### src/design/cosu_pkg.sv
// ---------------------------------------------------------------------------
// cosu_pkg
// Shared constants, controller states and command/status types of the
// cosine similarity unit.
// ---------------------------------------------------------------------------
package cosu_pkg;

    localparam int MAX_LEN_DEF    = 4096;
    localparam int ELEM_WIDTH_DEF = 16;

    // result is signed Q1.15
    localparam int SIM_W     = 16;
    localparam int ROOT_BITS = 16;
    localparam int IDX_W     = 4;

    typedef enum logic [2:0] {
        S_ACC,
        S_PREP,
        S_MUL,
        S_CAND,
        S_CMP,
        S_DONE
    } t_state;

    typedef struct packed {
        logic             acc_en;
        logic             clear;
        logic             prep;
        logic             mul_step;
        logic             root_cand;
        logic             root_cmp;
        logic             load_out;
        logic [IDX_W-1:0] idx;
    } t_cmd;

    typedef struct packed {
        logic zero;
        logic out_full;
    } t_sts;

endpackage

### src/design/cosu_ctrl.sv
// ---------------------------------------------------------------------------
// cosu_ctrl
// Sequencer: accumulate beats, then, unless a norm is zero, run the
// multiply and root search steps and hand the result to the output register.
// ---------------------------------------------------------------------------
module cosu_ctrl #(
    parameter int MAX_LEN    = cosu_pkg::MAX_LEN_DEF,
    parameter int ELEM_WIDTH = cosu_pkg::ELEM_WIDTH_DEF
) (
    input  logic           i_clk,
    input  logic           i_rst_n,
    input  logic           i_in_valid,
    input  logic           i_in_last,
    output logic           o_in_ready,
    input  logic           i_out_ready,
    input  cosu_pkg::t_sts i_sts,
    output cosu_pkg::t_cmd o_cmd
);
    import cosu_pkg::*;

    localparam int DOT_W  = 2 * ELEM_WIDTH + $clog2(MAX_LEN);
    localparam int MCNT_W = $clog2(DOT_W);

    t_state r_state, n_state;
    logic [MCNT_W-1:0] r_mcnt, n_mcnt;
    logic [IDX_W-1:0]  r_bit, n_bit;
    logic              accept;
    logic              out_free;

    assign accept   = i_in_valid && (r_state == S_ACC);
    assign out_free = !i_sts.out_full || i_out_ready;

    always_comb begin
        n_state = r_state;
        unique case (r_state)
            S_ACC: begin
                if (accept && i_in_last) n_state = S_PREP;
            end
            S_PREP: begin
                n_state = i_sts.zero ? S_DONE : S_MUL;
            end
            S_MUL: begin
                if (r_mcnt == MCNT_W'(DOT_W - 1)) n_state = S_CAND;
            end
            S_CAND: begin
                n_state = S_CMP;
            end
            S_CMP: begin
                n_state = (r_bit == '0) ? S_DONE : S_CAND;
            end
            S_DONE: begin
                if (out_free) n_state = S_ACC;
            end
            default: begin
                n_state = S_ACC;
            end
        endcase
    end

    always_comb begin
        n_mcnt = (r_state == S_MUL) ? r_mcnt + 1'b1 : '0;
        n_bit  = r_bit;
        if (r_state == S_PREP) begin
            n_bit = IDX_W'(ROOT_BITS - 1);
        end else if (r_state == S_CMP) begin
            n_bit = r_bit - 1'b1;
        end
    end

    always_ff @(posedge i_clk) begin
        if (!i_rst_n) begin
            r_state <= S_ACC;
            r_mcnt  <= '0;
            r_bit   <= '0;
        end else begin
            r_state <= n_state;
            r_mcnt  <= n_mcnt;
            r_bit   <= n_bit;
        end
    end

    always_comb begin
        o_in_ready         = (r_state == S_ACC);
        o_cmd.acc_en       = accept;
        o_cmd.prep         = (r_state == S_PREP);
        o_cmd.mul_step     = (r_state == S_MUL);
        o_cmd.root_cand    = (r_state == S_CAND);
        o_cmd.root_cmp     = (r_state == S_CMP);
        o_cmd.load_out     = (r_state == S_DONE) && out_free;
        o_cmd.clear        = (r_state == S_DONE) && out_free;
        o_cmd.idx          = r_bit;
    end

endmodule

### config.mk
export PLATFORM = sky130hd
export DESIGN_NAME = cosu_ctrl
export DESIGN_NICKNAME = d
export VERILOG_FILES = /design/src/design/cosu_pkg.sv /design/src/design/cosu_ctrl.sv
export SDC_FILE = /design/constraint.sdc
export NUM_CORES = 1
export LEC_CHECK = 0
export ABC_CLOCK_PERIOD_IN_PS = 1500
export BUFFER_PORTS_ARGS = -buffer_cell sky130_fd_sc_hd__buf_2
export CAP_MARGIN = 20
export CELL_PAD_IN_SITES_DETAIL_PLACEMENT = 0
export CELL_PAD_IN_SITES_GLOBAL_PLACEMENT = 1
export CORE_MARGIN = 8
export CORE_UTILIZATION = 25
export DETAILED_ROUTE_END_ITERATION = 10
export PLACE_DENSITY_LB_ADDON = 0.1
export SLEW_MARGIN = 20
export SYNTH_ARGS = -nofsm -noshare
export SYNTH_HDL_FRONTEND = slang
export SYNTH_SLANG_ARGS = --single-unit
### constraint.sdc
create_clock -name i_clk -period 1.5 [get_ports i_clk]
set_clock_uncertainty 0.15 [all_clocks]
set_input_delay 0.15 -clock i_clk [delete_from_list [all_inputs] [get_ports i_clk]]
set_output_delay 0.15 -clock i_clk [all_outputs]
set_load 0.02 [all_outputs]
==> results.json <==
{
  "grt_overflow": 0,
  "place_inst": 141,
  "ys_seq_area_share_pct": 36.2,
  "drv_slew": 0,
  "ant_nets": 0,
  "syn_avg_cell_area_um2": 8.27,
  "whs_ns": 0.0360,
  "finalNonFillerCells": 152,
  "rr_endpoint": "r_bit[1]",
  "crit_buf_inv": 2,
  "first_pass_iters": 3,
  "fin_crit_ns": 1.49,
  "synth.distinct_cells": 32,
  "h-tree-depth": 1,
  "path_class": "reg -> out",
  "syn-cell-area_um2": 719,
  "path_max_fanout": 6,
  "critPathArrivalTime_ns": 1.19,
  "cts_root_buffer": "clkbuf_4",
  "grt_usage_pct": 7.80,
  "holdPathEnd": "r_state[0]",
  "endpoint_kind": "output port",
  "ys_seq_elements": 13,
  "yosys.area.top_type": "dfxtp_1",
  "first_global_vias": 710,
  "p_leak_nw": 0.466,
  "finalCritPeriodShare_pct": 99.2,
  "num-nets-final": 131,
  "rsz0062_at_grt": "yes",
  "required_ns": 1.20,
  "crit_slowest_cell": "dfxtp_4",
  "clk_pin_slew_ns": 0.09,
  "rr_worst_depth": 6,
  "wl_per_cell_um": 12.3,
  "dp_hpwl_um": 1380,
  "hp-start": "i_rst_n",
  "finalWorstSetupSlack_ns": 0.0116,
  "reg2reg_from": "r_state[2]",
  "insertedDiodeCount": 0,
  "coreArea_um2": 2760,
  "regToRegSetupSlack_ns": 0.09,
  "crit_path_cell_trace": "buf_4 > nor3b_4 > buf_6",
  "io-pin-count": 19,
  "viasPerCell": 4.63,
  "final.fill_count": 283,
  "critPathTopFamily": "flip-flops",
  "cpPeakStageDelay_ns": 0.37,
  "tns_ns": 0,
  "vdd_drop_max_v": 0.000762,
  "rows": 19,
  "status": "finished, final reports clean",
  "min_path_type": "in -> reg",
  "grt_max_degree": 10,
  "drv_cap": 0,
  "layout_commonest_cell": "buf_4",
  "place_ws_ns": -0.0377,
  "cts_made_buffers": 3,
  "synthCells": 87,
  "area_growth_syn_to_layout_pct": 49.6,
  "cts_tree": "done",
  "die_width_um": 69.6,
  "ys_warn_count": 0,
  "final_cell_mix": "buf_4, buf_2, nor2_1",
  "synth_area_leaders": "dfxtp_1, nor2_1, xnor2_1",
  "startpoint_type": "flip-flop",
  "worst_pin_slew_ns": 0.276,
  "clk_latency_ns": 0.27,
  "syn-num-nets": 96,
  "drtIter0Drc": 21,
  "seq_area_um2": 273,
  "synth.top_cell.area_share_pct": 36.2,
  "max_freq_mhz": 672,
  "grt_pass1_wl_um": 3170,
  "drc": 0,
  "die_y_um": 69.6,
  "num_vias": 704,
  "multi_input_area_um2": 455,
  "port_buffers": 18,
  "whs_path_depth": 3,
  "wl_um": 1870,
  "start_util_pct": 26.1,
  "antenna_found_initial": 0,
  "final-hold-violation-count": 0,
  "setup_viol": 0,
  "cts_buffer_depth": 2,
  "gp_congestion": 0.677,
  "drive_above_1_share_pct": 44.6,
  "power.density_nw_per_um2": 1620,
  "relSlewSlack_pct": 81.5,
  "cts.sinks": 13,
  "dieArea_um2": 4850
}
==> registers in the layout (all words and copies together), names as in the netlist <==
register and count:
r_bit 4, r_mcnt 6, r_state 3
==> where the power goes <==
group	internal [mW]	total, mW	leakage (nW)	switching [mW]
Combinational	0.520	0.999	0.340	0.478
Clock	0.0987	0.218	0.0177	0.119
Sequential	0.425	0.526	0.108	0.101
Total	1.04	1.74	0.466	0.699
==> how the worst max path moves through the flow <==
stage,start,end,depth (start not counted)
6_report,r_state[2],o_cmd[7],3
5_1_grt,r_state[2],o_cmd[10],4
4_1_cts,r_state[0],o_cmd[10],4
3_5_place_dp,r_bit[0],r_state[1],6
3_3_place_gp,r_bit[0],r_state[1],6
2_1_floorplan,r_state[2],o_cmd[9],4
==> kinds of logic (layout without fill, tap and decap cells) <==
| logic type | count (synthesis) | after routing | share of synthesized area, % |
|---|---|---|---|
| flip-flops | 13 | 13 | 36.2 |
| buffers and inverters | 10 | 44 | 8.00 |
| XOR/XNOR | 5 | 5 | 6.09 |
| AND/OR/NAND/NOR | 38 | 38 | 28.2 |
| multiplexers | 1 | 1 | 1.39 |
| adder cells (fa/ha/maj) | 2 | 2 | 3.48 |
| AO/OA/AOI/OAI | 18 | 18 | 16.7 |
==> through the flow <==
stage | utilization (%) | power (mW) | cell area, um^2
floorplan | - | 1.03 | 726
global placement | 32.3 | 1.29 | 891
detailed placement | 32.3 | 1.28 | 891
CTS | 35.9 | 1.65 | 991
global route | 39.0 | 1.88 | 1080
finish | 39.0 | 1.74 | 1080
==> metal layers <==
layer / routed length, um / track usage (%) / vias up
met5: 0 / 0 / -
met4: 15 / 2.68 / 0
met3: 98 / 3.86 / 2
met2: 868 / 13.2 / 10
met1: 882 / 8.18 / 327
li1: - / - / 365
==> timing repair <==
| action | in CTS | in global routing |
|---|---|---|
| resized for setup | 19 | 15 |
| setup buffers | 4 | 4 |
| pin swaps | 1 | 2 |
| hold buffers | 0 | 0 |
| setup endpoints to repair | 9 | 8 |
==> Yosys cell counts, drive strengths merged <==
master / instances
xnor2: 3
o22ai: 2
buf: 5
inv: 5
and3: 1
dfxtp: 13
mux2i: 1
nor3b: 2
o21ai: 3
nor2b: 4
nand3: 4
nand2: 2
a31o: 1
nor3: 2
a211oi: 1
a31oi: 2
o2111ai: 1
nor2: 14
nand3b: 1
o21a: 1
nand2b: 3
and2b: 1
nand4b: 1
ha: 2
and2: 3
xor2: 2
o221a: 2
a21oi: 5
==> layout make-up <==
cell class / instances / share of cell area (%)
Sequential cell: 13 / 25.3
Multi-Input combinational cell: 64 / 42.3
Inverter: 5 / 1.74
Clock inverter: 1 / 0.465
Clock buffer: 3 / 2.09
Tap cell: 31 / 3.60
Timing Repair Buffer: 35 / 24.4
==> worst min-delay path: stages <==
cell     delay (ns)
buf_2          0.15
nand3_1        0.08
nand2_1        0.05
Power figures use the tool's default switching activity.
